[src/rtl/assert_macros.svh]
// ----------------------------------------------------------------------------
// Assertion macros
// Clocked assertion wrappers that compile away when SYNTH is defined.
// ----------------------------------------------------------------------------
`ifndef ASSERT_MACROS_SVH
`define ASSERT_MACROS_SVH

`ifndef SYNTH
`define ASSERT_CLK(lbl, clk, rstn, prop) \
    lbl: assert property (@(posedge clk) disable iff (!rstn) prop) \
        else $error("assertion failed");
`define ASSERT_CLK_MSG(lbl, clk, rstn, prop, msg) \
    lbl: assert property (@(posedge clk) disable iff (!rstn) prop) \
        else $error(msg);
`else
`define ASSERT_CLK(lbl, clk, rstn, prop)
`define ASSERT_CLK_MSG(lbl, clk, rstn, prop, msg)
`endif

`endif

[src/rtl/mpf_pkg.sv]
// ----------------------------------------------------------------------------
// mpf_pkg
// Shared types, codes and frame constants of the command framer.
// ----------------------------------------------------------------------------
package mpf_pkg;

    localparam int QDEPTH  = 4;
    localparam int QPTR_W  = $clog2(QDEPTH);
    localparam int QCNT_W  = $clog2(QDEPTH + 1);

    // Configuration register indexes
    localparam logic [1:0] REG_VOLUME_STEP = 2'd0;
    localparam logic [1:0] REG_VOLUME_MAX  = 2'd1;
    localparam logic [1:0] REG_TRACK_MAX   = 2'd2;

    // Request codes
    localparam logic [7:0] REQ_NONE      = 8'h00;
    localparam logic [7:0] VOL_DOWN      = 8'h01;
    localparam logic [7:0] VOL_UP        = 8'h02;
    localparam logic [7:0] MUS_FIRST     = 8'h01;
    localparam logic [7:0] MUS_NEXT      = 8'h02;
    localparam logic [7:0] MUS_PREV      = 8'h03;
    localparam logic [7:0] MUS_STOP      = 8'h04;

    // Frame bytes
    localparam logic [7:0] FRM_START     = 8'h7E;
    localparam logic [7:0] FRM_VERSION   = 8'hFF;
    localparam logic [7:0] FRM_LENGTH    = 8'h06;
    localparam logic [7:0] FRM_P1        = 8'h00;
    localparam logic [7:0] FRM_END       = 8'hEF;
    localparam logic [7:0] CMD_VOLUME    = 8'h06;
    localparam logic [7:0] CMD_PROMPT    = 8'h0F;
    localparam logic [7:0] CMD_PLAY      = 8'h12;
    localparam logic [7:0] CMD_STOP      = 8'h16;
    localparam logic [7:0] P2_PROMPT     = 8'h02;
    localparam logic [7:0] P2_NONE       = 8'h00;

    // Reset values
    localparam logic [3:0] RST_VOLUME_STEP = 4'd2;
    localparam logic [7:0] RST_VOLUME_MAX  = 8'd30;
    localparam logic [7:0] RST_TRACK_MAX   = 8'd7;
    localparam logic [7:0] RST_VOLUME      = 8'd8;
    localparam logic [7:0] RST_TRACK       = 8'd1;
    localparam logic [7:0] RST_PROMPT      = 8'd1;

    typedef struct packed {
        logic [7:0] cmd;
        logic [7:0] p2;
        logic [7:0] value;
        logic       last;
    } mpf_frame_t;

    function automatic logic [7:0] mpf_frame_byte(mpf_frame_t frm, logic [2:0] idx);
        logic [7:0] b;
        case (idx)
            3'd0:    b = FRM_START;
            3'd1:    b = FRM_VERSION;
            3'd2:    b = FRM_LENGTH;
            3'd3:    b = frm.cmd;
            3'd4:    b = FRM_P1;
            3'd5:    b = frm.p2;
            3'd6:    b = frm.value;
            default: b = FRM_END;
        endcase
        return b;
    endfunction

endpackage

[src/rtl/mpf_front.sv]
// ----------------------------------------------------------------------------
// mpf_front
// Accepts requests, updates the stored player state and hands up to three
// frame descriptors, one per cycle while the queue is not full, to the frame queue.
// ----------------------------------------------------------------------------
`include "assert_macros.svh"

module mpf_front (
    input  logic               clk,
    input  logic               rst_n,
    input  logic               cfg_write,
    input  logic [1:0]         cfg_index,
    input  logic [7:0]         cfg_data,
    input  logic               in_valid,
    output logic               in_stall,
    input  logic [7:0]         volume_request,
    input  logic [7:0]         prompt_request,
    input  logic [7:0]         music_request,
    output logic               q_push,
    output mpf_pkg::mpf_frame_t q_data,
    input  logic               q_full
);
    import mpf_pkg::*;

    logic [3:0] volume_step_reg;
    logic [7:0] volume_max_reg;
    logic [7:0] track_max_reg;
    logic [7:0] volume_reg, volume_next;
    logic [7:0] track_reg, track_next;
    logic [7:0] prompt_reg;
    logic [2:0] pend_reg, pend_next;
    mpf_frame_t desc_reg [3];
    mpf_frame_t desc_next [3];
    logic       accept;
    logic       pend_single;
    logic [7:0] tmax;
    logic [8:0] vol_sum;
    logic       has_vol, has_prm, has_mus;

    assign has_vol = (volume_request != REQ_NONE);
    assign has_prm = (prompt_request != REQ_NONE);
    assign has_mus = (music_request  != REQ_NONE);

    // A new request may enter once at most one frame is left and it leaves now.
    assign pend_single = ((pend_reg & (pend_reg - 3'd1)) == 3'd0);
    assign in_stall    = (pend_reg != 3'd0) && !(pend_single && !q_full);
    assign accept      = in_valid && !in_stall;
    assign q_push      = (pend_reg != 3'd0) && !q_full;

    always_comb
    begin
        if (pend_reg[0])
            q_data = desc_reg[0];
        else if (pend_reg[1])
            q_data = desc_reg[1];
        else
            q_data = desc_reg[2];
    end

    always_comb
    begin
        tmax    = (track_max_reg == 8'd0) ? 8'd1 : track_max_reg;
        vol_sum = {1'b0, volume_reg} + {5'd0, volume_step_reg};

        case (volume_request)
            VOL_DOWN:
                volume_next = (volume_reg > {4'd0, volume_step_reg})
                            ? volume_reg - {4'd0, volume_step_reg} : 8'd0;
            VOL_UP:
                volume_next = (vol_sum > {1'b0, volume_max_reg})
                            ? volume_max_reg : vol_sum[7:0];
            default:
                volume_next = volume_reg;
        endcase

        case (music_request)
            MUS_FIRST: track_next = 8'd1;
            MUS_NEXT:  track_next = (track_reg >= tmax) ? 8'd1 : track_reg + 8'd1;
            MUS_PREV:  track_next = (track_reg <= 8'd1 || track_reg > tmax)
                                  ? tmax : track_reg - 8'd1;
            default:   track_next = track_reg;
        endcase

        desc_next[0] = '{cmd: CMD_VOLUME, p2: P2_NONE, value: volume_next,
                         last: !(has_prm || has_mus)};
        desc_next[1] = '{cmd: CMD_PROMPT, p2: P2_PROMPT, value: prompt_request,
                         last: !has_mus};
        if (music_request == MUS_STOP)
            desc_next[2] = '{cmd: CMD_STOP, p2: P2_NONE, value: 8'd0, last: 1'b1};
        else
            desc_next[2] = '{cmd: CMD_PLAY, p2: P2_NONE, value: track_next, last: 1'b1};

        pend_next = pend_reg;
        if (q_push)
        begin
            if (pend_reg[0])
                pend_next[0] = 1'b0;
            else if (pend_reg[1])
                pend_next[1] = 1'b0;
            else
                pend_next[2] = 1'b0;
        end
        if (accept)
            pend_next = {has_mus, has_prm, has_vol};
    end

    always_ff @(posedge clk or negedge rst_n)
    begin
        if (!rst_n)
        begin
            volume_step_reg <= RST_VOLUME_STEP;
            volume_max_reg  <= RST_VOLUME_MAX;
            track_max_reg   <= RST_TRACK_MAX;
            volume_reg      <= RST_VOLUME;
            track_reg       <= RST_TRACK;
            prompt_reg      <= RST_PROMPT;
            pend_reg        <= 3'd0;
        end
        else
        begin
            pend_reg <= pend_next;
            if (cfg_write)
            begin
                case (cfg_index)
                    REG_VOLUME_STEP: volume_step_reg <= cfg_data[3:0];
                    REG_VOLUME_MAX:  volume_max_reg  <= cfg_data;
                    REG_TRACK_MAX:   track_max_reg   <= cfg_data;
                    default:         ;
                endcase
            end
            if (accept)
            begin
                if (has_vol)
                    volume_reg <= volume_next;
                if (has_prm)
                    prompt_reg <= prompt_request;
                if (has_mus)
                    track_reg <= track_next;
            end
        end
    end

    // The stored prompt is only mirrored out through its frame.
    always_ff @(posedge clk)
    begin
        if (accept)
        begin
            desc_reg[0] <= desc_next[0];
            desc_reg[1] <= (has_prm) ? desc_next[1]
                         : '{cmd: CMD_PROMPT, p2: P2_PROMPT, value: prompt_reg,
                             last: 1'b0};
            desc_reg[2] <= desc_next[2];
        end
    end

    `ASSERT_CLK(a_push_not_full, clk, rst_n, q_push |-> !q_full)
    `ASSERT_CLK(a_vol_pending, clk, rst_n, (accept && has_vol) |=> pend_reg[0])
    `ASSERT_CLK(a_no_music_frame, clk, rst_n, (accept && !has_mus) |=> !pend_reg[2])

endmodule

[src/rtl/mpf_queue.sv]
// ----------------------------------------------------------------------------
// mpf_queue
// Short first-in first-out store of frame descriptors between front and back.
// ----------------------------------------------------------------------------
module mpf_queue (
    input  logic                clk,
    input  logic                rst_n,
    input  logic                push,
    input  mpf_pkg::mpf_frame_t push_data,
    output logic                full,
    input  logic                pop,
    output logic                head_valid,
    output mpf_pkg::mpf_frame_t head_data
);
    import mpf_pkg::*;

    mpf_frame_t          mem [QDEPTH];
    logic [QPTR_W-1:0]   wr_ptr_reg;
    logic [QPTR_W-1:0]   rd_ptr_reg;
    logic [QCNT_W-1:0]   count_reg, count_next;
    logic                do_push, do_pop;

    assign full       = (count_reg == QCNT_W'(QDEPTH));
    assign head_valid = (count_reg != '0);
    assign head_data  = mem[rd_ptr_reg];
    assign do_push    = push && !full;
    assign do_pop     = pop && head_valid;

    always_comb
    begin
        count_next = count_reg;
        if (do_push && !do_pop)
            count_next = count_reg + QCNT_W'(1);
        else if (do_pop && !do_push)
            count_next = count_reg - QCNT_W'(1);
    end

    always_ff @(posedge clk or negedge rst_n)
    begin
        if (!rst_n)
        begin
            wr_ptr_reg <= '0;
            rd_ptr_reg <= '0;
            count_reg  <= '0;
        end
        else
        begin
            count_reg <= count_next;
            if (do_push)
                wr_ptr_reg <= wr_ptr_reg + QPTR_W'(1);
            if (do_pop)
                rd_ptr_reg <= rd_ptr_reg + QPTR_W'(1);
        end
    end

    always_ff @(posedge clk)
    begin
        if (do_push)
            mem[wr_ptr_reg] <= push_data;
    end

endmodule

[src/rtl/mpf_back.sv]
// ----------------------------------------------------------------------------
// mpf_back
// Serialises queued frame descriptors into bytes through an output register.
// ----------------------------------------------------------------------------
`include "assert_macros.svh"

module mpf_back (
    input  logic                clk,
    input  logic                rst_n,
    input  logic                head_valid,
    input  mpf_pkg::mpf_frame_t head_data,
    output logic                pop,
    output logic                out_valid,
    input  logic                out_stall,
    output logic [7:0]          tx_byte,
    output logic                last_byte
);
    import mpf_pkg::*;

    mpf_frame_t  frame_reg;
    logic [2:0]  idx_reg;
    logic        out_valid_reg;
    logic [7:0]  tx_byte_reg;
    logic        last_reg;
    mpf_frame_t  cur;
    logic        have;
    logic        load;

    // Byte zero of a frame comes straight from the queue head.
    assign cur  = (idx_reg == 3'd0) ? head_data : frame_reg;
    assign have = (idx_reg != 3'd0) || head_valid;
    assign load = have && (!out_valid_reg || !out_stall);
    assign pop  = load && (idx_reg == 3'd0);

    assign out_valid = out_valid_reg;
    assign tx_byte   = tx_byte_reg;
    assign last_byte = last_reg;

    always_ff @(posedge clk or negedge rst_n)
    begin
        if (!rst_n)
        begin
            idx_reg       <= 3'd0;
            out_valid_reg <= 1'b0;
        end
        else
        begin
            if (load)
            begin
                idx_reg       <= idx_reg + 3'd1;
                out_valid_reg <= 1'b1;
            end
            else if (!out_stall)
                out_valid_reg <= 1'b0;
        end
    end

    always_ff @(posedge clk)
    begin
        if (pop)
            frame_reg <= head_data;
        if (load)
        begin
            tx_byte_reg <= mpf_frame_byte(cur, idx_reg);
            last_reg    <= cur.last && (idx_reg == 3'd7);
        end
    end

    `ASSERT_CLK(a_pop_has_data, clk, rst_n, pop |-> head_valid)
    `ASSERT_CLK(a_mid_frame_shown, clk, rst_n, (idx_reg != 3'd0) |-> out_valid_reg)
    `ASSERT_CLK_MSG(a_last_ends_frame, clk, rst_n,
        (out_valid_reg && last_reg) |-> (idx_reg == 3'd0), "last byte inside a frame")

endmodule

[src/rtl/mp3_player_command_framer_top.sv]
// ----------------------------------------------------------------------------
// mp3_player_command_framer_top
// Turns volume, prompt and music requests into serial command frames.
// ----------------------------------------------------------------------------
// Each accepted request yields one eight-byte frame (7E FF 06 cmd 00 p2 value
// EF) for every nonzero code, in the order volume, prompt, music, so a request
// produces 0, 8, 16 or 24 output transactions; last_byte marks the final one.
// Bytes leave at one per cycle while out_stall is low, stepped by the byte
// counter of the serialiser. The front end updates the stored volume,
// prompt and track at acceptance and hands frame descriptors to a
// four-entry queue, so the next request is taken while earlier frames are
// still being sent. Requests with all codes zero produce nothing.
module mp3_player_command_framer_top (
    input  logic       clk,
    input  logic       rst_n,
    input  logic       cfg_write,
    input  logic [1:0] cfg_index,
    input  logic [7:0] cfg_data,
    input  logic       in_valid,
    output logic       in_stall,
    input  logic [7:0] volume_request,
    input  logic [7:0] prompt_request,
    input  logic [7:0] music_request,
    output logic       out_valid,
    input  logic       out_stall,
    output logic [7:0] tx_byte,
    output logic       last_byte
);
    import mpf_pkg::*;

    logic       q_push;
    logic       q_full;
    logic       q_pop;
    logic       q_head_valid;
    mpf_frame_t q_push_data;
    mpf_frame_t q_head_data;

    mpf_front u_front (
        .clk            (clk),
        .rst_n          (rst_n),
        .cfg_write      (cfg_write),
        .cfg_index      (cfg_index),
        .cfg_data       (cfg_data),
        .in_valid       (in_valid),
        .in_stall       (in_stall),
        .volume_request (volume_request),
        .prompt_request (prompt_request),
        .music_request  (music_request),
        .q_push         (q_push),
        .q_data         (q_push_data),
        .q_full         (q_full)
    );

    mpf_queue u_queue (
        .clk        (clk),
        .rst_n      (rst_n),
        .push       (q_push),
        .push_data  (q_push_data),
        .full       (q_full),
        .pop        (q_pop),
        .head_valid (q_head_valid),
        .head_data  (q_head_data)
    );

    mpf_back u_back (
        .clk        (clk),
        .rst_n      (rst_n),
        .head_valid (q_head_valid),
        .head_data  (q_head_data),
        .pop        (q_pop),
        .out_valid  (out_valid),
        .out_stall  (out_stall),
        .tx_byte    (tx_byte),
        .last_byte  (last_byte)
    );

endmodule

[config.mk]
export PLATFORM = sky130hd
export DESIGN_NAME = mp3_player_command_framer_top
export DESIGN_NICKNAME = d
export VERILOG_FILES = /design/src/rtl/mpf_pkg.sv /design/src/rtl/mpf_front.sv /design/src/rtl/mpf_queue.sv /design/src/rtl/mpf_back.sv /design/src/rtl/mp3_player_command_framer_top.sv
export VERILOG_INCLUDE_DIRS = /design/src /design/src/rtl
export SDC_FILE = /design/constraint.sdc
export NUM_CORES = 1
export LEC_CHECK = 0
export ABC_CLOCK_PERIOD_IN_PS = 5000
export BUFFER_PORTS_ARGS = -buffer_cell sky130_fd_sc_hd__buf_2
export CAP_MARGIN = 20
export CORE_ASPECT_RATIO = 1.4
export CORE_MARGIN = 2
export CORE_UTILIZATION = 45
export CTS_CLUSTER_DIAMETER = 40
export CTS_CLUSTER_SIZE = 10
export DETAILED_ROUTE_END_ITERATION = 10
export PLACE_DENSITY = 0.73
export SLEW_MARGIN = 40
export SYNTH_ARGS = -nofsm -noshare
export SYNTH_HDL_FRONTEND = slang
export SYNTH_SLANG_ARGS = --single-unit
export TNS_END_PERCENT = 1
[constraint.sdc]
create_clock -name clk -period 5 [get_ports clk]
set_input_delay 0.25 -clock clk [delete_from_list [all_inputs] [get_ports clk]]
set_output_delay 0.25 -clock clk [all_outputs]
set_load 0.05 [all_outputs]
==> flow_metrics.py, run 1 <==
metrics = {
    "sta": {
        "tightest_slew_ns": 0.7916,
        "rsz0062_at_grt": "no",
        "maxSlewHeadroom_pct": 47.12,
        "post-route-min-period_ns": 4.002,
        "hold_slack_ns": 0.03555,
        "fin_crit_sh_pct": 80.04,
        "max_freq_mhz": 249.9,
        "hold_viol_final": 0,
        "finalClockSkew_ns": 0.01003,
        "slew_viol_final": 0,
        "worst_slack_ns": 0.9979,
        "setup_viol": 0,
        "finalSetupTns_ns": 0,
    },
    "power_and_ir_drop": {
        "vdd_drop_max_uv": 285.1,
        "powerDensity_nw_per_um2": 559.6,
        "leakagePower_nw": 3.593,
    },
    "worst_hold_path": {
        "holdPathStages": 3,
        "holdPathEnd": "u_back.out_valid$_DFFE_PN0P_",
        "holdCritPathClass": "in -> reg",
        "hold_start": "out_stall",
    },
    "floorplan": {
        "num_rows": 57,
        "initial_core_util_pct": 45.74,
        "die_y_um": 161.0,
        "core_area_um2": 17330,
        "dieArea_um2": 18710,
        "pin_count": 50,
        "dieWidth_um": 116.2,
    },
    "global_route": {
        "grt_first_pass_wirelength_um": 26160,
        "grt-ovfl-total": 0,
        "grt_max_degree": 59,
        "grt_antenna_before_repair": 0,
        "grt_pass1_vias": 5231,
        "track_usage_pct": 18.28,
    },
    "worst_setup_path": {
        "r2r-end": "u_front.desc_reg[0][6]$_DFFE_PP_",
        "cp.arrival_ns": 4.15,
        "startpoint": "u_front.volume_step_reg[1]$_DFFE_PN1P_",
        "rr_worst_depth": 15,
        "crit_fanout": 10,
        "cp.required_ns": 5.14,
        "start_kind": "flip-flop",
        "r2r_slack_ns": 1.0,
        "endpoint_kind": "flip-flop",
        "rr_startpoint": "u_front.volume_step_reg[1]$_DFFE_PN1P_",
        "criticalPathCategory": "reg -> reg",
    },
    "placed_design": {
        "portBuffers": 49,
        "dp_hpwl_um": 11610,
        "pre_cts_ws_ns": 1.027,
        "globalplace.congestion": 0.9572,
    },
    "drt": {
        "num_vias": 5290,
        "routed_wl_um": 15860,
        "vias_per_cell": 5.471,
        "avgRoutedWirePerCell_um": 16.40,
        "drtAntennaViolNets": 0,
        "first_pass_iters": 5,
        "drc": 0,
        "drtIter0Drc": 336,
    },
    "clocking": {
        "cts_tree": "yes",
        "cts_sinks": 154,
        "cts_hold_buffers": 0,
        "clockBufferDepth": 2,
        "post_cts_buffers": 0,
        "clk_latency_ns": 0.42,
        "numCtsBuffers": 17,
        "clk_pin_slew_ns": 0.06,
        "root_buffer": "clkbuf_16",
        "cts_max_level": 4,
        "cts_resized": 0,
    },
    "synthesis": {
        "ys_seq_area_share_pct": 54.85,
        "synth_fp_nets": 746,
        "synth.distinct_cells": 64,
        "synth-edff-count": 96,
        "synth-async-reset-ratio_pct": 37.66,
        "syn_avg_cell_area_um2": 11.90,
        "syn_area_um2": 7928,
        "synthCells": 666,
        "synth_common_cells": "edfxtp_1, nand2_1, o21ai_0, dfrtp_1, ha_1",
        "ys_seq_elements": 154,
        "synth_most_common_cell": "edfxtp_1",
        "synth.area.top_cells": "edfxtp_1, dfrtp_1, ha_1",
        "ys.warnings.count": 0,
        "yosys.area.top_type": "edfxtp_1",
        "synth_ff_type": "edfxtp_1",
        "synth_top_area_share_pct": 36.36,
    },
    "cells_and_area": {
        "fillers": 1496,
        "largest_reg_flops": 48,
        "area_growth_pct": 14.39,
        "fin_util_pct": 52.33,
        "final_nets": 798,
        "diodes": 0,
        "drive_gt1_share_pct": 20.93,
    },
    "flow_run": {
        "maxCapViolCount": 0,
    },
    "outcome": {
        "outcome": "complete, no violations",
    },
}
-- cells by family after synthesis --
| logic type | Yosys count | synth area share (%) |
|---|---|---|
| AO/OA/AOI/OAI | 143 | 11.57 |
| XOR/XNOR | 20 | 2.210 |
| adder cells (fa/ha/maj) | 42 | 6.881 |
| buffers and inverters | 59 | 2.841 |
| flip-flops | 154 | 54.85 |
| multiplexers | 54 | 9.154 |
| AND/OR/NAND/NOR | 194 | 12.50 |
-- final cells by class --
| type | count | area (um2) | share of cell area [%] |
|---|---|---|---|
| multi-input combinational | 453 | 3367 | 37.13 |
| clock buffer | 19 | 452.9 | 4.994 |
| clock inverter | 13 | 165.2 | 1.821 |
| timing repair buffer | 56 | 304.0 | 3.353 |
| tap | 236 | 295.3 | 3.256 |
| inverter | 36 | 135.1 | 1.490 |
| sequential | 154 | 4349 | 47.96 |
-- worst max-delay path by stage --
stage	endpoint	slack, ns
floorplan	u_front.desc_reg[0][6]$_DFFE_PP_	1.36
global placement	u_front.desc_reg[0][3]$_DFFE_PP_	1.11
detailed placement	u_front.desc_reg[0][6]$_DFFE_PP_	1.03
CTS	u_front.desc_reg[0][6]$_DFFE_PP_	1.02
global route	u_front.desc_reg[0][6]$_DFFE_PP_	0.69
finish	u_front.desc_reg[0][6]$_DFFE_PP_	1.0
-- metrics by stage --
step	power, mW	area [um2]	std cells
2_1_floorplan	3.355	7928	666
5_1_grt	5.377	9069	967
4_1_cts	5.123	9044	966
6_report	5.075	9069	967
3_3_place_gp	3.728	8426	934
3_5_place_dp	3.779	8426	934
-- per-layer routing --
metal	track usage [%]	share of wire, %
met1	21.45	40
met4	7.197	2.5
met2	31.79	53
met5	0	0
met3	4.615	4.3
-- placed cells by master (no fill, tap or decap), types with 10 or more instances in the layout --
master / Yosys / layout
nand3_1: 10 / 10
buf_2: 3 / 49
inv_1: 36 / 36
dfstp_2: 11 / 11
edfxtp_1: 96 / 96
nor2_1: 33 / 33
nor3_1: 19 / 19
dfrtp_1: 47 / 46
mux2i_1: 14 / 14
nand2_1: 66 / 66
clkbuf_16: 0 / 17
mux4_2: 12 / 12
ha_1: 38 / 38
xnor2_1: 11 / 11
a21oi_1: 26 / 26
a21o_1: 11 / 11
mux2_2: 27 / 27
o21ai_0: 50 / 49
-- where the power goes --
part / switching, mW / total, mW / internal [mW] / leakage (nW)
combinational: 0.883 / 1.48 / 0.599 / 1.68
sequential: 0.281 / 2.27 / 1.99 / 1.60
clock: 0.509 / 1.33 / 0.816 / 0.309
total: 1.67 / 5.08 / 3.40 / 3.59
-- critical path, stage by stage (launching register included) --
cell and delay (ns):
dfstp_2 0.53, inv_1 0.10, fa_1 0.44, o21ba_2 0.23, o21bai_1 0.23, and3_1 0.21
xnor2_1 0.13, inv_1 0.06, ha_1 0.29, a21o_1 0.16, a21oi_1 0.18, nor3b_1 0.27
o21ai_1 0.26, buf_4 0.25, o21ai_0 0.23, o221ai_1 0.16
(Power assumes the default switching activity.)
==> run 2: changes to the inputs <==
--- a/config.mk
+++ b/config.mk
@@ -6,7 +6,7 @@
 export SDC_FILE = /design/constraint.sdc
 export NUM_CORES = 1
 export LEC_CHECK = 0
-export ABC_CLOCK_PERIOD_IN_PS = 5000
+export ABC_CLOCK_PERIOD_IN_PS = 4100
 export BUFFER_PORTS_ARGS = -buffer_cell sky130_fd_sc_hd__buf_2
 export CAP_MARGIN = 20
 export CORE_ASPECT_RATIO = 1.4
==> constraint.sdc (replaced) <==
create_clock -name clk -period 4.1 [get_ports clk]
set_input_delay 0.205 -clock clk [delete_from_list [all_inputs] [get_ports clk]]
set_output_delay 0.205 -clock clk [all_outputs]
set_load 0.05 [all_outputs]
==> run 2 against run 1 <==
Effect of this change:
- utilization is 0.072 points lower
- die area stayed put
- non-clock buffer count is 3 higher
- hold slack better by 0.0060 ns
- count of clock-buffer cells in the layout is 1 higher
- largest power group unchanged
- fmax is 4.7% higher
- critical endpoint is now u_front.volume_reg[3]$_DFFE_PN1P_
- clock skew is 0.0048 ns higher
- global-route usage is 0.24 points lower
- sequential share of layout area is 0.066 points higher
==> flow_metrics.py, run 2 (synthesized netlist as in run 1, its figures left out) <==
metrics = {
    "outcome": {
        "outcome": "complete, no violations",
    },
    "worst_hold_path": {
        "hold_start": "cfg_data[7]",
        "holdPathStages": 2,
        "holdPathEnd": "u_front.volume_max_reg[7]$_DFFE_PN0P_",
        "holdCritPathClass": "in -> reg",
    },
    "sta": {
        "slew_viol_final": 0,
        "tightest_slew_ns": 0.7510,
        "max_freq_mhz": 261.6,
        "fin_crit_sh_pct": 93.22,
        "maxSlewHeadroom_pct": 49.51,
        "setup_viol": 0,
        "finalSetupTns_ns": 0,
        "rsz0062_at_grt": "no",
        "post-route-min-period_ns": 3.822,
        "hold_viol_final": 0,
        "finalClockSkew_ns": 0.01486,
        "worst_slack_ns": 0.2779,
    },
    "cells_and_area": {
        "final_cell_mix": "edfxtp_1, nand2_1, o21ai_0, buf_2, dfrtp_1",
        "fillers": 1472,
        "final_nets": 801,
        "area_growth_pct": 14.24,
        "fin_area_um2": 9056,
        "largest_reg_flops": 48,
        "diodes": 0,
        "drive_gt1_share_pct": 20.84,
        "final_common_cell": "edfxtp_1",
    },
    "floorplan": {
        "die_y_um": 161.0,
        "pin_count": 50,
        "dieArea_um2": 18710,
        "num_rows": 57,
        "core_area_um2": 17330,
        "dieWidth_um": 116.2,
        "initial_core_util_pct": 45.74,
    },
    "worst_setup_path": {
        "criticalPathCategory": "reg -> reg",
        "start_kind": "flip-flop",
        "r2r-end": "u_front.volume_reg[3]$_DFFE_PN1P_",
        "startpoint": "u_front.volume_step_reg[1]$_DFFE_PN1P_",
        "crit_fanout": 8,
        "rr_startpoint": "u_front.volume_step_reg[1]$_DFFE_PN1P_",
        "r2r_slack_ns": 0.28,
        "cp.required_ns": 4.44,
        "endpoint_kind": "flip-flop",
        "rr_worst_depth": 16,
        "cp.arrival_ns": 4.16,
    },
    "power_and_ir_drop": {
        "leakagePower_nw": 3.581,
        "vdd_drop_max_uv": 304.8,
        "powerDensity_nw_per_um2": 674.7,
    },
    "drt": {
        "num_vias": 5371,
        "routed_wl_um": 16030,
        "drtAntennaViolNets": 0,
        "vias_per_cell": 5.537,
        "drc": 0,
        "first_pass_iters": 5,
        "drtIter0Drc": 402,
        "avgRoutedWirePerCell_um": 16.52,
    },
    "flow_run": {
        "maxCapViolCount": 0,
    },
    "global_route": {
        "grt_pass1_vias": 5258,
        "top_usage_layer": "met2",
        "track_usage_pct": 18.04,
        "grt-ovfl-total": 0,
        "grt_first_pass_wirelength_um": 25950,
        "grt_max_degree": 43,
        "gr-usage-met1_pct": 20.69,
        "grt_antenna_before_repair": 0,
        "grt_use_met3_pct": 3.902,
        "grt.met2_usage_pct": 32.22,
    },
    "clocking": {
        "post_cts_buffers": 0,
        "clk_pin_slew_ns": 0.06,
        "root_buffer": "clkbuf_16",
        "clockBufferDepth": 2,
        "cts_sinks": 154,
        "clk_latency_ns": 0.42,
        "cts_tree": "yes",
        "numCtsBuffers": 17,
        "cts_max_level": 4,
    },
    "placed_design": {
        "pre_cts_ws_ns": 0.1590,
        "portBuffers": 49,
        "globalplace.congestion": 0.9034,
        "placed_area_um2": 8441,
        "dp_hpwl_um": 11810,
    },
}
## run 2: worst max path at each step
stage                                         to  depth (start not counted)  slack, ns
2_1_floorplan   u_front.desc_reg[0][6]$_DFFE_PP_                         15       0.46
3_3_place_gp    u_front.desc_reg[0][5]$_DFFE_PP_                         15       0.28
3_5_place_dp    u_front.desc_reg[0][5]$_DFFE_PP_                         15       0.16
4_1_cts        u_front.volume_reg[3]$_DFFE_PN1P_                         16       0.13
5_1_grt         u_front.desc_reg[0][5]$_DFFE_PP_                         15       0.07
6_report       u_front.volume_reg[3]$_DFFE_PN1P_                         16       0.28
## run 2: final cells by class
| cell class | instances | area [um2] | area share [%] |
|---|---|---|---|
| tap | 236 | 295.3 | 3.261 |
| sequential | 154 | 4349 | 48.02 |
| inverter | 36 | 135.1 | 1.492 |
| multi-input combinational | 453 | 3371 | 37.22 |
| timing repair buffer | 59 | 325.3 | 3.592 |
| clock buffer | 20 | 456.7 | 5.043 |
| clock inverter | 12 | 123.9 | 1.368 |
## run 2: critical path, cell delays in order (launching register included)
cell and delay, ns:
dfstp_2 0.52, inv_1 0.09, fa_1 0.44, o21ba_2 0.24, o21bai_1 0.16, and3_1 0.20, xnor2_1 0.14, inv_1 0.07
ha_1 0.29, a21o_1 0.11, a21oi_1 0.07, a22o_1 0.23, o21ai_2 0.31, buf_4 0.23, mux2i_1 0.25, o21ai_2 0.08
mux2_1 0.30
## run 2: what timing repair did
| item | CTS | global route |
|---|---|---|
| hold endpoints to repair | 17 | 0 |
| gates resized for setup | 0 | 2 |
| endpoints found under the setup margin | 0 | 5 |
| hold buffers | 2 | 0 |
## run 2: per-stage QoR
step	power, mW	hold slack (ns)	std cells	utilization [%]
2_1_floorplan	4.091	-0.09059	666	-
3_3_place_gp	4.545	0.1911	936	48.70
3_5_place_dp	4.627	0.1968	936	48.70
4_1_cts	6.148	0.02127	970	52.17
5_1_grt	6.462	0.02933	970	52.26
6_report	6.111	0.04160	970	52.26
## run 2: layer usage
layer | routed length, um | part of all wire, %
met4 | 439 | 2.7
met2 | 8647 | 54
met5 | 0 | 0
met1 | 6276 | 39
met3 | 664 | 4.1
## run 2: where the power goes
group / switching (mW) / total (mW) / internal [mW] / leakage, nW
combinational: 1.11 / 1.84 / 0.739 / 1.70
sequential: 0.327 / 2.75 / 2.43 / 1.60
clock: 0.591 / 1.51 / 0.923 / 0.281
